File: src/rtl/core/ffea_pkg.sv
// ----------------------------------------------------------------------------
// ffea_pkg
// Shared types and constants of the first-fit extent allocator.
// ----------------------------------------------------------------------------
package ffea_pkg;

  localparam int POOL_BYTES_DEF   = 4096;
  localparam int BLOCK_BYTES_DEF  = 16;
  localparam int EXTENT_SLOTS_DEF = 14;
  localparam int HEADER_BYTES_DEF = 4;

  localparam logic OP_ALLOC = 1'b0;
  localparam logic OP_FREE  = 1'b1;

  localparam logic [1:0] ST_OK   = 2'd0;
  localparam logic [1:0] ST_FIT  = 2'd1;
  localparam logic [1:0] ST_FULL = 2'd2;

  typedef enum logic [3:0] {
    S_IDLE,
    S_ASCAN,
    S_ASHIFT,
    S_FCHECK,
    S_FSCAN,
    S_FSHIFT,
    S_MSCAN,
    S_MSHIFT,
    S_DONE
  } state_t;

  typedef struct packed {
    logic load;
    logic idx_clr;
    logic idx_inc;
    logic sh_init_drop;
    logic sh_init_ins;
    logic trim;
    logic drop_step;
    logic ins_step;
    logic ins_write;
    logic merge_step;
    logic fin_alloc;
    logic fin_free;
    logic fin_err;
    logic [1:0] err_code;
  } ctl_t;

  typedef struct packed {
    logic op;
    logic fits;
    logic exact;
    logic scan_end;
    logic bad_free;
    logic full;
    logic ahead;
    logic sh_done;
    logic merge_end;
    logic adjacent;
    logic merge_en;
  } sts_t;

endpackage

File: src/rtl/core/ffea_ctrl.sv
// ----------------------------------------------------------------------------
// ffea_ctrl
// Sequencer for allocate, free, table shifts and the coalesce walk.
// ----------------------------------------------------------------------------
module ffea_ctrl (
  input  logic             clk,
  input  logic             rst,
  input  logic             in_fire,
  input  logic             out_busy,
  input  ffea_pkg::sts_t   sts,
  output ffea_pkg::ctl_t   ctl,
  output logic             idle
);

  ffea_pkg::state_t state, state_next;

  always_ff @(posedge clk) begin
    if (rst) state <= ffea_pkg::S_IDLE;
    else     state <= state_next;
  end

  always_comb begin
    state_next = state;
    ctl = '0;
    idle = 1'b0;
    case (state)
      ffea_pkg::S_IDLE: begin
        idle = 1'b1;
        if (in_fire) begin
          ctl.load = 1'b1;
          ctl.idx_clr = 1'b1;
          state_next = ffea_pkg::S_FCHECK;
        end
      end
      ffea_pkg::S_FCHECK: begin
        if (sts.op == ffea_pkg::OP_ALLOC) begin
          state_next = ffea_pkg::S_ASCAN;
        end else if (sts.bad_free) begin
          ctl.fin_err = 1'b1;
          ctl.err_code = ffea_pkg::ST_FIT;
          state_next = ffea_pkg::S_DONE;
        end else if (sts.full) begin
          ctl.fin_err = 1'b1;
          ctl.err_code = ffea_pkg::ST_FULL;
          state_next = ffea_pkg::S_DONE;
        end else begin
          state_next = ffea_pkg::S_FSCAN;
        end
      end
      ffea_pkg::S_ASCAN: begin
        if (sts.scan_end) begin
          ctl.fin_err = 1'b1;
          ctl.err_code = ffea_pkg::ST_FIT;
          state_next = ffea_pkg::S_DONE;
        end else if (sts.fits) begin
          ctl.fin_alloc = 1'b1;
          if (sts.exact) begin
            ctl.sh_init_drop = 1'b1;
            state_next = ffea_pkg::S_ASHIFT;
          end else begin
            ctl.trim = 1'b1;
            state_next = ffea_pkg::S_DONE;
          end
        end else begin
          ctl.idx_inc = 1'b1;
        end
      end
      ffea_pkg::S_ASHIFT: begin
        if (sts.sh_done) state_next = ffea_pkg::S_DONE;
        else             ctl.drop_step = 1'b1;
      end
      ffea_pkg::S_FSCAN: begin
        if (sts.scan_end || sts.ahead) begin
          ctl.sh_init_ins = 1'b1;
          state_next = ffea_pkg::S_FSHIFT;
        end else begin
          ctl.idx_inc = 1'b1;
        end
      end
      ffea_pkg::S_FSHIFT: begin
        if (sts.sh_done) begin
          ctl.ins_write = 1'b1;
          ctl.fin_free = 1'b1;
          ctl.idx_clr = 1'b1;
          state_next = sts.merge_en ? ffea_pkg::S_MSCAN : ffea_pkg::S_DONE;
        end else begin
          ctl.ins_step = 1'b1;
        end
      end
      ffea_pkg::S_MSCAN: begin
        if (sts.merge_end) begin
          state_next = ffea_pkg::S_DONE;
        end else if (sts.adjacent) begin
          ctl.merge_step = 1'b1;
          state_next = ffea_pkg::S_MSHIFT;
        end else begin
          ctl.idx_inc = 1'b1;
        end
      end
      ffea_pkg::S_MSHIFT: begin
        if (sts.sh_done) state_next = ffea_pkg::S_MSCAN;
        else             ctl.drop_step = 1'b1;
      end
      ffea_pkg::S_DONE: begin
        if (!out_busy) state_next = ffea_pkg::S_IDLE;
      end
      default: state_next = ffea_pkg::S_IDLE;
    endcase
  end

endmodule

File: src/rtl/core/ffea_dp.sv
// ----------------------------------------------------------------------------
// ffea_dp
// Extent table, used-block count and result registers.
// ----------------------------------------------------------------------------
module ffea_dp #(
  parameter int POOL_BYTES   = ffea_pkg::POOL_BYTES_DEF,
  parameter int BLOCK_BYTES  = ffea_pkg::BLOCK_BYTES_DEF,
  parameter int EXTENT_SLOTS = ffea_pkg::EXTENT_SLOTS_DEF,
  parameter int HEADER_BYTES = ffea_pkg::HEADER_BYTES_DEF
) (
  input  logic                     clk,
  input  logic                     rst,
  input  ffea_pkg::ctl_t           ctl,
  input  logic                     merge_on_free,
  input  logic                     in_opcode,
  input  logic [12:0]              in_request_bytes,
  input  logic [11:0]              in_free_address,
  input  logic [8:0]               in_free_block_count,
  output ffea_pkg::sts_t           sts,
  output logic [1:0]               status,
  output logic [11:0]              user_address,
  output logic [11:0]              header_address,
  output logic [8:0]               header_value,
  output logic [12:0]              used_bytes
);

  localparam int POOL_BLOCKS = POOL_BYTES / BLOCK_BYTES;
  localparam int BW  = $clog2(POOL_BLOCKS + 1);
  localparam int IW  = $clog2(EXTENT_SLOTS);
  localparam int CW  = $clog2(EXTENT_SLOTS + 1);
  localparam int SH  = $clog2(BLOCK_BYTES);
  localparam int AW  = $clog2(POOL_BYTES) + 2;

  logic [BW-1:0] base [EXTENT_SLOTS];
  logic [BW-1:0] len  [EXTENT_SLOTS];
  logic [CW-1:0] count;
  logic [BW-1:0] used;
  logic [CW-1:0] idx;
  logic [CW-1:0] sh;
  logic          sh_ins;
  logic          op;
  logic [AW-1:0] req_blocks;
  logic [AW-1:0] faddr;
  logic [AW-1:0] fblk;
  logic [BW-1:0] fcnt;

  logic [AW-1:0] total;
  logic [IW-1:0] ix, ix1, shx, shx1;
  logic [BW:0]   used_sum;

  assign total = AW'(in_request_bytes) + AW'(HEADER_BYTES) + AW'(BLOCK_BYTES - 1);
  assign ix   = idx[IW-1:0];
  assign ix1  = IW'(idx + CW'(1));
  assign shx  = sh[IW-1:0];
  assign shx1 = IW'(sh + CW'(1));
  assign used_sum = (BW+1)'(used) + (BW+1)'(req_blocks);

  always_comb begin
    sts.op        = op;
    sts.scan_end  = idx >= count;
    sts.fits      = AW'(len[ix]) >= req_blocks;
    sts.exact     = AW'(len[ix]) == req_blocks;
    sts.bad_free  = faddr < AW'(HEADER_BYTES) || fcnt == '0 ||
                    fblk >= AW'(POOL_BLOCKS) ||
                    AW'(fcnt) > AW'(POOL_BLOCKS) - fblk;
    sts.full      = count >= CW'(EXTENT_SLOTS);
    sts.ahead     = fblk < AW'(base[ix]);
    sts.merge_end = idx + CW'(1) >= count;
    sts.adjacent  = (AW'(base[ix]) + AW'(len[ix])) == AW'(base[ix1]);
    sts.merge_en  = merge_on_free;
    // drop walks run against the already-decremented count
    if (sh_ins) sts.sh_done = sh <= idx;
    else        sts.sh_done = sh >= count;
  end

  always_ff @(posedge clk) begin
    if (rst) begin
      for (int k = 0; k < EXTENT_SLOTS; k++) begin
        base[k] <= '0;
        len[k]  <= '0;
      end
      len[0] <= BW'(POOL_BLOCKS);
      count  <= CW'(1);
      used   <= '0;
      idx    <= '0;
      sh     <= '0;
      sh_ins <= 1'b0;
    end else begin
      if (ctl.idx_clr) idx <= '0;
      if (ctl.idx_inc) idx <= idx + CW'(1);
      if (ctl.sh_init_drop) begin
        sh <= idx;
        sh_ins <= 1'b0;
      end
      if (ctl.sh_init_ins) begin
        sh <= count;
        sh_ins <= 1'b1;
      end
      if (ctl.drop_step) begin
        base[shx] <= base[shx1];
        len[shx]  <= len[shx1];
        sh <= sh + CW'(1);
      end
      if (ctl.ins_step) begin
        base[shx] <= base[IW'(sh - CW'(1))];
        len[shx]  <= len[IW'(sh - CW'(1))];
        sh <= sh - CW'(1);
      end
      if (ctl.trim) begin
        base[ix] <= base[ix] + BW'(req_blocks);
        len[ix]  <= len[ix] - BW'(req_blocks);
      end
      if (ctl.fin_alloc) begin
        used <= (used_sum > (BW+1)'(POOL_BLOCKS)) ? BW'(POOL_BLOCKS) : BW'(used_sum);
        if (sts.exact) count <= count - CW'(1);
      end
      if (ctl.ins_write) begin
        base[ix] <= BW'(fblk);
        len[ix]  <= fcnt;
        count <= count + CW'(1);
        used <= (used > fcnt) ? used - fcnt : '0;
      end
      if (ctl.merge_step) begin
        len[ix] <= len[ix] + len[ix1];
        sh <= idx + CW'(1);
        sh_ins <= 1'b0;
        count <= count - CW'(1);
      end
    end
  end

  always_ff @(posedge clk) begin
    if (ctl.load) begin
      op         <= in_opcode;
      req_blocks <= total >> SH;
      faddr      <= AW'(in_free_address);
      fblk       <= (AW'(in_free_address) - AW'(HEADER_BYTES)) >> SH;
      fcnt       <= BW'(in_free_block_count);
    end
    if (ctl.fin_alloc) begin
      status         <= ffea_pkg::ST_OK;
      header_address <= 12'((AW'(base[ix])) << SH);
      user_address   <= 12'(((AW'(base[ix])) << SH) + AW'(HEADER_BYTES));
      header_value   <= 9'(req_blocks);
      used_bytes     <= 13'(((AW+BW)'(used_sum > (BW+1)'(POOL_BLOCKS) ?
                        BW'(POOL_BLOCKS) : BW'(used_sum))) << SH);
    end
    if (ctl.fin_free) begin
      status         <= ffea_pkg::ST_OK;
      user_address   <= 12'(faddr);
      header_address <= 12'(faddr - AW'(HEADER_BYTES));
      header_value   <= 9'(fcnt);
      used_bytes     <= 13'(((AW+BW)'((used > fcnt) ? used - fcnt : BW'(0))) << SH);
    end
    if (ctl.fin_err) begin
      status         <= ctl.err_code;
      user_address   <= '0;
      header_address <= '0;
      header_value   <= '0;
      used_bytes     <= 13'(((AW+BW)'(used)) << SH);
    end
  end

endmodule

File: src/rtl/core/first_fit_extent_allocator_core.sv
// ----------------------------------------------------------------------------
// first_fit_extent_allocator_core
// First-fit block allocator over an address-sorted free extent table.
// ----------------------------------------------------------------------------
//  channel | dir | contents
//  s_axis  | in  | tdata: opcode, request_bytes, free_address, free_block_count
//  m_axis  | out | tdata: status, user_address, header_address, header_value,
//          |     |        used_bytes
//  cfg     | in  | merge_on_free
//  One item at a time. A rejected free ends without a scan. An allocate scans
//  the extents and shifts the table on an exact fit; a free scans for its
//  place and shifts the table to insert, and with merging a coalesce walk
//  runs after the result is offered.
//  Reset restores a single extent covering the whole pool, merging enabled.
//  The next beat and register writes wait for the walk and the result beat.
module first_fit_extent_allocator_core #(
  parameter int POOL_BYTES   = ffea_pkg::POOL_BYTES_DEF,
  parameter int BLOCK_BYTES  = ffea_pkg::BLOCK_BYTES_DEF,
  parameter int EXTENT_SLOTS = ffea_pkg::EXTENT_SLOTS_DEF,
  parameter int HEADER_BYTES = ffea_pkg::HEADER_BYTES_DEF
) (
  input  logic        clk,
  input  logic        rst,
  input  logic        s_axis_tvalid,
  output logic        s_axis_tready,
  input  logic [39:0] s_axis_tdata,  // opcode, request_bytes, free_address, free_block_count
  output logic        m_axis_tvalid,
  input  logic        m_axis_tready,
  output logic [47:0] m_axis_tdata,  // status, user_address, header_address, header_value,
                                     // used_bytes
  input  logic        cfg_valid,
  output logic        cfg_ready,
  input  logic        cfg_data
);

  ffea_pkg::ctl_t ctl;
  ffea_pkg::sts_t sts;
  logic idle, merge_on_free, in_fire;
  logic [1:0]  status;
  logic [11:0] user_address, header_address;
  logic [8:0]  header_value;
  logic [12:0] used_bytes;

  assign cfg_ready = idle && !m_axis_tvalid;
  always_ff @(posedge clk) begin
    if (rst) merge_on_free <= 1'b1;
    else if (cfg_valid && cfg_ready) merge_on_free <= cfg_data;
  end

  assign s_axis_tready = idle && !m_axis_tvalid;
  assign in_fire = s_axis_tvalid && s_axis_tready;

  always_ff @(posedge clk) begin
    if (rst) m_axis_tvalid <= 1'b0;
    else if (ctl.fin_err || ctl.fin_alloc || ctl.fin_free) m_axis_tvalid <= 1'b1;
    else if (m_axis_tready) m_axis_tvalid <= 1'b0;
  end

  // result regs are final at fin; coalesce may still run behind the beat
  assign m_axis_tdata = {used_bytes, header_value, header_address,
                         user_address, status};

  ffea_ctrl u_ctrl (
    .clk(clk), .rst(rst), .in_fire(in_fire), .out_busy(1'b0),
    .sts(sts), .ctl(ctl), .idle(idle)
  );

  ffea_dp #(
    .POOL_BYTES(POOL_BYTES), .BLOCK_BYTES(BLOCK_BYTES),
    .EXTENT_SLOTS(EXTENT_SLOTS), .HEADER_BYTES(HEADER_BYTES)
  ) u_dp (
    .clk(clk), .rst(rst), .ctl(ctl), .merge_on_free(merge_on_free),
    .in_opcode(s_axis_tdata[0]), .in_request_bytes(s_axis_tdata[13:1]),
    .in_free_address(s_axis_tdata[25:14]), .in_free_block_count(s_axis_tdata[34:26]),
    .sts(sts), .status(status), .user_address(user_address),
    .header_address(header_address), .header_value(header_value),
    .used_bytes(used_bytes)
  );

endmodule
File: config.mk
export PLATFORM = sky130hd
export DESIGN_NAME = first_fit_extent_allocator_core
export DESIGN_NICKNAME = d
export VERILOG_FILES = /design/src/rtl/core/ffea_pkg.sv /design/src/rtl/core/ffea_ctrl.sv /design/src/rtl/core/ffea_dp.sv /design/src/rtl/core/first_fit_extent_allocator_core.sv
export SDC_FILE = /design/constraint.sdc
export NUM_CORES = 1
export LEC_CHECK = 0
export BUFFER_PORTS_ARGS = -buffer_cell sky130_fd_sc_hd__buf_2
export CAP_MARGIN = 20
export CORE_ASPECT_RATIO = 1.4
export CORE_UTILIZATION = 27
export DETAILED_ROUTE_END_ITERATION = 8
export GPL_TIMING_DRIVEN = 0
export MAX_ROUTING_LAYER = met4
export PLACE_DENSITY = 0.52
export SLEW_MARGIN = 20
export SYNTH_ARGS = -nofsm -noshare
export SYNTH_HDL_FRONTEND = slang
export SYNTH_HIERARCHICAL = 1
export SYNTH_SLANG_ARGS = --single-unit
File: constraint.sdc
create_clock -name clk -period 14.85 [get_ports clk]
set_input_delay 0 -clock clk [delete_from_list [all_inputs] [get_ports clk]]
set_output_delay 0 -clock clk [all_outputs]
set_load 0.05 [all_outputs]
==> metrics, run 1 <==
FFs w/ async S/R, synth 0%; post-synth cell types 83; crit path cell chain buf_4, buf_2, buf_2, buf_2, inv_1, ha_1, buf_2, buf_6, buf_2, buf_2, mux4_2, mux4_2, ha_1, fa_1, a21o_1, a21oi_1, nor2b_1, o21a_1, nor2_1, xnor2_1, o21ai_1, clkbuf_1, o22ai_1; placed wire-length estimate ~89 mm; dpl ws approximately 5.9 ns; Peak VDD IR 0.0915 mV; final net count approximately 2600; Setup CP Type register to register; Core ar. around 110000 µm²; Port Buffer Count between 80 and 90; CTS tree done; CTS Buf Count between 40 and 50; WP buf/inv 10; Slew HR 21.1%; Syn. warnings 6; synthesis-to-layout area growth 14.4%; # setup viols final 0; slowest stage cell, crit path o21ai_1; register area about 11000 µm²; type of the tightest min-delay check input pin to register; Total GRT Usage between 20% and 30%; clock skew approximately 0.046 ns; CP startpoint kind register; FF-to-FF path depth 23; Final TNS setup 0 ns; post_cts resized 0; remaining global-route overflow 0; Syn Inst Count between 2000 and 2500; most numerous cell on the critical path buf_2; Worst Path Required about 15 ns; hold depth 4; Clk pin slew, worst setup/hold paths 0.07 ns; CTS Buffer Depth 3; Mapped Area between 20000 and 30000 µm²; initial antenna violation count 1; Setup crit end kind register; outcome finished clean; DR vias 23551; Initial Utilization a little over a quarter; CP Max Fanout 10; final setup margin ~5.8 ns; Post-CTS Setup Bufs 0; Pleak between 10 and 15 nW; Final Core Density between 30% and 40%; Max Cap Viol 0; die area 111000 µm²; register area share after synthesis 38.8%; Fmax achieved roughly 110 MHz; share of layout cells above drive strength 1 between 20% and 30%; Rows roughly 140; Post-DP Area between 30000 and 40000 µm²; WL/cell 28.5 µm; Routed WL 113 mm; largest net degree at the start of global routing 30; Final Max Slew Viols 0; vias per inst slightly below 6; wire length of the first global-routing pass 163 mm; RSZ-0062 raised after global routing no; worst slew pin tran between 1 and 1.5 ns; Post-synth EDFFs between 300 and 400; root buffer cell clkbuf_16; arrival time at the worst endpoint 9.41 ns; Worst-Skew Late Latency 0.63 ns; Most used DFF post-synth edfxtp_1; Worst path max stage delay 0.67 ns; Antenna Violating Nets Remaining 0; Yosys reg bits ~400; multi-input logic area approximately 17000 µm²; routability cong. roughly 0.96; first-pass detailed-route iteration total 7; Fill cells 11024; Die Span Y 394 µm; count of final hold-check violations 0; Tmin final approximately 9.1 ns; total power between 6 and 7 mW; clock tree sinks around 400; Crit path depth 23; Die X 282 µm; average size of a mapped cell 12.8 µm²; # DRC 0; P per Cell Area between 150 and 200 nW/µm²; H-tree lvl count 2; Finished Cell Area around 34000 µm²; Ports between 90 and 100; DRT iter0 DRCs about 2500; cell family with most CP delay buffers and inverters; vias in the first global route ~23000; Period Utilization, post-route about three fifths
[kinds of logic (layout without fill, tap and decap cells)]
kind of cell | count (synthesis) | count (layout) | share of synthesized area [%]
and+or+nand+nor | 466 | 466 | 7.51
xor gates and xnor gates | 83 | 83 | 2.56
adders and majority gates | 104 | 104 | 4.55
other | 2 | 6 | 0.0254
DFF | 403 | 403 | 38.8
buffers and inverters | 276 | 488 | 4.37
muxes | 430 | 430 | 30.4
AOI/OAI and AO/OA | 542 | 542 | 11.8
[synth_stat cells, drive strengths merged (6+ instances only)]
library cell / instances / area share [%]
mux4: 356 / 27
edfxtp: 340 / 35
o22ai: 255 / 5.4
nand2: 160 / 2.0
nor2: 122 / 1.5
buf: 104 / 2.2
clkbuf: 99 / 1.3
ha: 98 / 4.1
a21oi: 81 / 1.4
inv: 73 / 0.93
mux2i: 71 / 3.1
dfxtp: 63 / 4.3
o21ai: 56 / 0.96
xnor2: 56 / 1.8
nor3: 36 / 0.61
nor2b: 34 / 0.73
xor2: 27 / 0.80
a211oi: 24 / 0.61
a31oi: 21 / 0.47
nand3: 18 / 0.30
a21o: 17 / 0.43
nand2b: 17 / 0.36
and2: 16 / 0.34
and3: 14 / 0.30
o21a: 14 / 0.38
a221oi: 12 / 0.36
nor4: 9 / 0.19
nor3b: 8 / 0.20
o21bai: 8 / 0.20
or2: 7 / 0.15
a22oi: 6 / 0.20
fa: 6 / 0.41
[worst reg2reg max path, stage by stage (launching register included)]
cell      delay [ns]
dfxtp_1         0.65
buf_4           0.35
buf_2           0.37
buf_2           0.52
buf_2           0.41
inv_1           0.24
ha_1            0.47
buf_2           0.45
buf_6           0.28
buf_2           0.52
buf_2           0.47
mux4_2          0.60
mux4_2          0.52
ha_1            0.26
fa_1            0.47
a21o_1          0.18
a21oi_1         0.21
nor2b_1         0.07
o21a_1          0.18
nor2_1          0.11
xnor2_1         0.07
o21ai_1         0.67
clkbuf_1        0.53
o22ai_1         0.18
[metrics by stage]
step | hold slack, ns | cells
global route | 0.103 | 3972
CTS | 0.0620 | 3971
floorplan | 0.0691 | 2309
finish | 0.0938 | 3972
detailed placement | 0.178 | 3850
global placement | 0.181 | 3846
[power breakdown]
group / leakage (nW) / switching [mW] / internal, mW
registers: 3.92 / 0.117 / 1.38
clock network: 0.688 / 0.519 / 0.640
logic: 6.94 / 2.39 / 1.54
[registers in the layout, summed over array words and instances, names as in the netlist, 10 cells and up, named ones only]
| signal | flops |
|---|---|
| u_dp/base | 144 |
| u_dp/len | 144 |
| u_dp/faddr | 12 |
| u_dp/req_blocks | 10 |
| u_dp/header_address | 10 |
| u_dp/user_address | 12 |
[cell type report]
| type | instances | area share [%] |
|---|---|---|
| timing repair buffer | 135 | 2.74 |
| sequential | 403 | 33.9 |
| multi-input combinational | 1630 | 49.9 |
| antenna | 1 | 0.00739 |
| tap | 1450 | 5.36 |
| clock inverter | 29 | 1.10 |
| clock buffer | 48 | 3.20 |
| buffer | 203 | 3.02 |
| inverter | 73 | 0.810 |
[worst paths after layout]
path | slack, ns | end | start
setup / recovery | 5.77 | u_dp/len[8][6]$_DFFE_PP_ | u_dp/idx[0]$_SDFFE_PP0N_
setup reg to reg | 5.77 | u_dp/len[8][6]$_DFFE_PP_ | u_dp/idx[0]$_SDFFE_PP0N_
hold / removal | 0.09 | u_dp/req_blocks[1]$_DFFE_PP_ | s_axis_tdata[3]
hold reg to reg | 0.49 | u_dp/user_address[0]$_SDFFE_PP0P_ | u_dp/faddr[0]$_DFFE_PP_
[cell usage in the layout (no fill, tap or decap), types with 7 or more instances in the layout]
cell,synthesis,final
o22ai_1,255,255
buf_1,10,9
nand2b_1,17,17
dfxtp_1,63,63
clkbuf_16,0,42
nor2_1,122,122
o21a_1,13,13
mux2i_4,17,17
mux4_2,352,352
or2_2,7,7
nand2_1,160,160
ha_1,98,98
nand3_1,18,18
a211oi_1,24,24
xnor2_1,52,51
xor2_1,27,26
a221oi_1,12,12
a21o_1,17,17
buf_2,53,141
o21ai_1,11,12
mux2i_1,53,53
nor2b_1,33,33
a31oi_1,20,20
inv_1,71,71
buf_6,7,9
and2_1,16,15
clkbuf_1,98,101
a21oi_1,81,81
edfxtp_1,340,340
buf_4,34,35
o21ai_0,44,42
and3_1,14,14
nor4_1,9,8
dlygate4sd3_1,0,44
nor3b_1,8,8
nor3_1,36,36
[what timing repair did]
item,4_1_cts,5_1_grt
endpoints found under the setup margin,0,0
hold buffers,44,0
endpoints found under the hold margin,47,0
[per-layer routing]
| layer | vias to the layer above | routed length [µm] | share of wire, % | global-route usage [%] |
|---|---|---|---|---|
| met4 | 0 | 7480 | 6.6 | 12.1 |
| met2 | 1387 | 58500 | 52 | 35.8 |
| li1 | 9808 | - | - | - |
| met3 | 313 | 7570 | 6.7 | 2.45 |
| met5 | - | 0 | 0 | - |
| met1 | 12043 | 39700 | 35 | 22.7 |
(Power assumes the default switching activity.)
==> inputs of run 2 (changes only) <==
==> constraint.sdc (replaced) <==
create_clock -name clk -period 8.8 [get_ports clk]
set_input_delay 0 -clock clk [delete_from_list [all_inputs] [get_ports clk]]
set_output_delay 0 -clock clk [all_outputs]
set_load 0.05 [all_outputs]
==> run 2 against run 1 <==
  * Clock power up 69%
  * Die area unchanged
  * Total power is 69% higher
  * Global-route usage barely moved
  * Critical path depth decreased by 3
  * Critical path type unchanged
==> metrics, run 2 (synthesis gave the netlist of run 1 again) <==
Die Span Y 394 µm (unchanged); Ports 97 (unchanged); cell family with most CP delay buffers and inverters (unchanged); Port Buffer Count 87 (unchanged); most numerous cell on the critical path buf_2 (unchanged); arrival time at the worst endpoint 8.93 ns (was 9.41 ns); Period Utilization, post-route 98.8% (was 61.1%); first-pass detailed-route iteration total 5 (was 7); DR vias 23561 (was 23551); Core ar. 109000 µm² (unchanged); Rows 143 (unchanged); clock skew 0.0484 ns (was 0.0461 ns); final net count 2637 (was 2638); Fmax achieved 115 MHz (was 110 MHz); Finished Cell Area 33900 µm² (was 33800 µm²); placed wire-length estimate 89.3 mm (unchanged); WL/cell 28.5 µm (about the same); crit path cell chain buf_4, buf_2, buf_2, buf_2, inv_1, ha_1, buf_2, buf_2, mux4_2, mux2i_1, o31ai_1, a2111oi_0, and3_1, inv_1, nor2_1, nor3_1, nor2_1, and3_1, clkbuf_1, o21bai_2 (was buf_4, buf_2, buf_2, buf_2, inv_1, ha_1, buf_2, buf_6, buf_2, buf_2, mux4_2, mux4_2, ha_1, fa_1, a21o_1, a21oi_1, nor2b_1, o21a_1, nor2_1, xnor2_1, o21ai_1, clkbuf_1, o22ai_1); Max Cap Viol 0 (unchanged); DR WL met2 58.4 mm (was 58.5 mm); Peak VDD IR 0.154 mV (was 0.0915 mV); Worst path max stage delay 0.77 ns (was 0.67 ns); H-tree lvl count 2 (unchanged); commonest cells after routing, fill and taps aside 352 x mux4_2, 340 x edfxtp_1, 255 x o22ai_1 (unchanged); Antenna Violating Nets Remaining 0 (unchanged); share of layout cells above drive strength 1 26.4% (was 26.3%); Sequential Power Share 22.7% (about the same); root buffer cell clkbuf_16 (unchanged); Routed WL 113 mm (about the same); CTS tree done (unchanged); CTS Buffer Depth 3 (unchanged); vias per inst 5.93 (about the same); CP startpoint kind register (unchanged); CTS Buf Count 42 (unchanged); Hold EP u_dp/fcnt[0]$_DFFE_PP_ (was u_dp/req_blocks[1]$_DFFE_PP_); Worst-Skew Late Latency 0.64 ns (was 0.63 ns); die area 111000 µm² (unchanged); Post-DP Area 31900 µm² (unchanged); FF-to-FF path depth 20 (was 23); Worst Path Required 9.04 ns (was 15.19 ns); clock tree sinks 403 (unchanged); RSZ-0062 raised after global routing no (unchanged); Final TNS setup 0 ns (unchanged); final setup margin 0.109 ns (was 5.77 ns); Pleak 11.5 nW (about the same); P per Cell Area 328 nW/µm² (was 194 nW/µm²); FF-to-FF setup slack 0.11 ns (was 5.77 ns); type of the tightest min-delay check input pin to register (unchanged); dpl ws -0.143 ns (was 5.91 ns); Die X 282 µm (unchanged); total power 11.1 mW (was 6.57 mW); synthesis-to-layout area growth 14.5% (was 14.4%); min-delay src s_axis_tdata[26] (was s_axis_tdata[3]); Slew HR 19.5% (was 21.1%); CP Max Fanout 10 (unchanged); DRT iter0 DRCs 2569 (was 2515); slowest stage cell, crit path clkbuf_1 (was o21ai_1); remaining global-route overflow 0 (unchanged); Tmin final 8.69 ns (was 9.08 ns); reg-to-reg endpoint u_dp/len[14][0]$_DFFE_PP_ (was u_dp/len[8][6]$_DFFE_PP_); Initial Utilization 27.2% (unchanged); count of final hold-check violations 0 (unchanged); outcome finished clean (unchanged); wire length of the first global-routing pass 163 mm (about the same); met3 wire len 7.92 mm (was 7.57 mm); register area 11500 µm² (unchanged); internal power 6.00 mW (was 3.55 mW); Total GRT Usage 20.7% (about the same); WP buf/inv 9 (was 10); most common cell after layout, fill and taps aside mux4_2 (unchanged); routability cong. 0.964 (unchanged); worst slew pin tran 1.21 ns (was 1.18 ns); Psw 5.12 mW (was 3.02 mW); biggest regs u_dp/base x144, u_dp/len x144 (unchanged); hold depth 2 (was 4); top sig layer met4 (unchanged); multi-input logic area 16900 µm² (about the same); Final Max Slew Viols 0 (unchanged); combinational group share of total power 59.7% (about the same); # setup viols final 0 (unchanged); Hold Slack 0.0983 ns (was 0.0938 ns); largest net degree at the start of global routing 30 (unchanged); Setup CP Type register to register (unchanged); vias in the first global route 23462 (unchanged); Critical R2R Launch u_dp/idx[0]$_SDFFE_PP0N_ (unchanged); Clk pin slew, worst setup/hold paths 0.07 ns (about the same); # DRC 0 (unchanged); Fill cells 11022 (was 11024); clock network power share 17.6% (about the same); initial antenna violation count 1 (unchanged); sw frac 46.0% (about the same); met1 WL 39.4 mm (was 39.7 mm); Setup crit end kind register (unchanged)
run 2: per-layer routing:
layer | vias up | track usage, %
met1 | 12060 | 22.7
met3 | 330 | 2.51
met4 | 0 | 11.9
met5 | - | -
li1 | 9797 | -
met2 | 1374 | 35.9
run 2: how the worst max path moves through the flow:
stage,start,to,slack [ns],cells past startpoint
after global routing,u_dp/idx[0]$_SDFFE_PP0N_,u_dp/len[9][4]$_DFFE_PP_,0.008,22
after floorplan,u_dp/idx[0]$_SDFFE_PP0N_,u_dp/len[14][8]$_DFFE_PP_,2.51,23
after CTS,u_dp/idx[0]$_SDFFE_PP0N_,u_dp/len[13][4]$_DFFE_PP_,0.05,22
final,u_dp/idx[0]$_SDFFE_PP0N_,u_dp/len[14][0]$_DFFE_PP_,0.11,20
after detailed placement,u_dp/idx[0]$_SDFFE_PP0N_,u_dp/len[8][6]$_DFFE_PP_,-0.14,23
after global placement,u_dp/idx[0]$_SDFFE_PP0N_,u_dp/len[12][5]$_DFFE_PP_,-0.28,23
run 2: cell type report:
class,instances,share of cell area (%)
inverters,73,0.809
well taps,1450,5.36
plain buffers,202,3.01
multi-input cells,1630,49.9
diodes,1,0.00739
clock buffers,48,3.20
flip-flops and latches,403,33.9
clock inverters,29,1.10
repair buffers,135,2.73
run 2: through the flow:
stage / utilization, % / std cells
floorplan: - / 2309
finish: 31.2 / 3971
detailed placement: 29.4 / 3850
CTS: 31.2 / 3971
global placement: 29.3 / 3846
global route: 31.2 / 3971
run 2: worst register-to-register path, stage by stage, from the launching register on:
cell	delay, ns
dfxtp_1	0.65
buf_4	0.35
buf_2	0.37
buf_2	0.52
buf_2	0.41
inv_1	0.23
ha_1	0.47
buf_2	0.48
buf_2	0.51
mux4_2	0.63
mux2i_1	0.44
o31ai_1	0.12
a2111oi_0	0.41
and3_1	0.38
inv_1	0.08
nor2_1	0.28
nor3_1	0.10
nor2_1	0.38
and3_1	0.22
clkbuf_1	0.77
o21bai_2	0.49
run 2: what timing repair did:
item                                   in CTS  in global routing
setup endpoints to repair                  38                 80
buffers inserted                            0                  0
gates resized for setup                     4                  2
hold buffers                               44                  0
endpoints found under the hold margin      47                  0
run 2: power by group through the flow:
| stage | clock network [mW] | logic [mW] | registers [mW] |
|---|---|---|---|
| final | 1.96 | 6.64 | 2.52 |
| after global routing | 2.06 | 6.96 | 2.53 |
| after CTS | 1.99 | 6.54 | 2.51 |
| after detailed placement | 0 | 6.49 | 2.55 |
| after global placement | 0 | 6.41 | 2.55 |
| after floorplan | 0 | 4.35 | 2.66 |
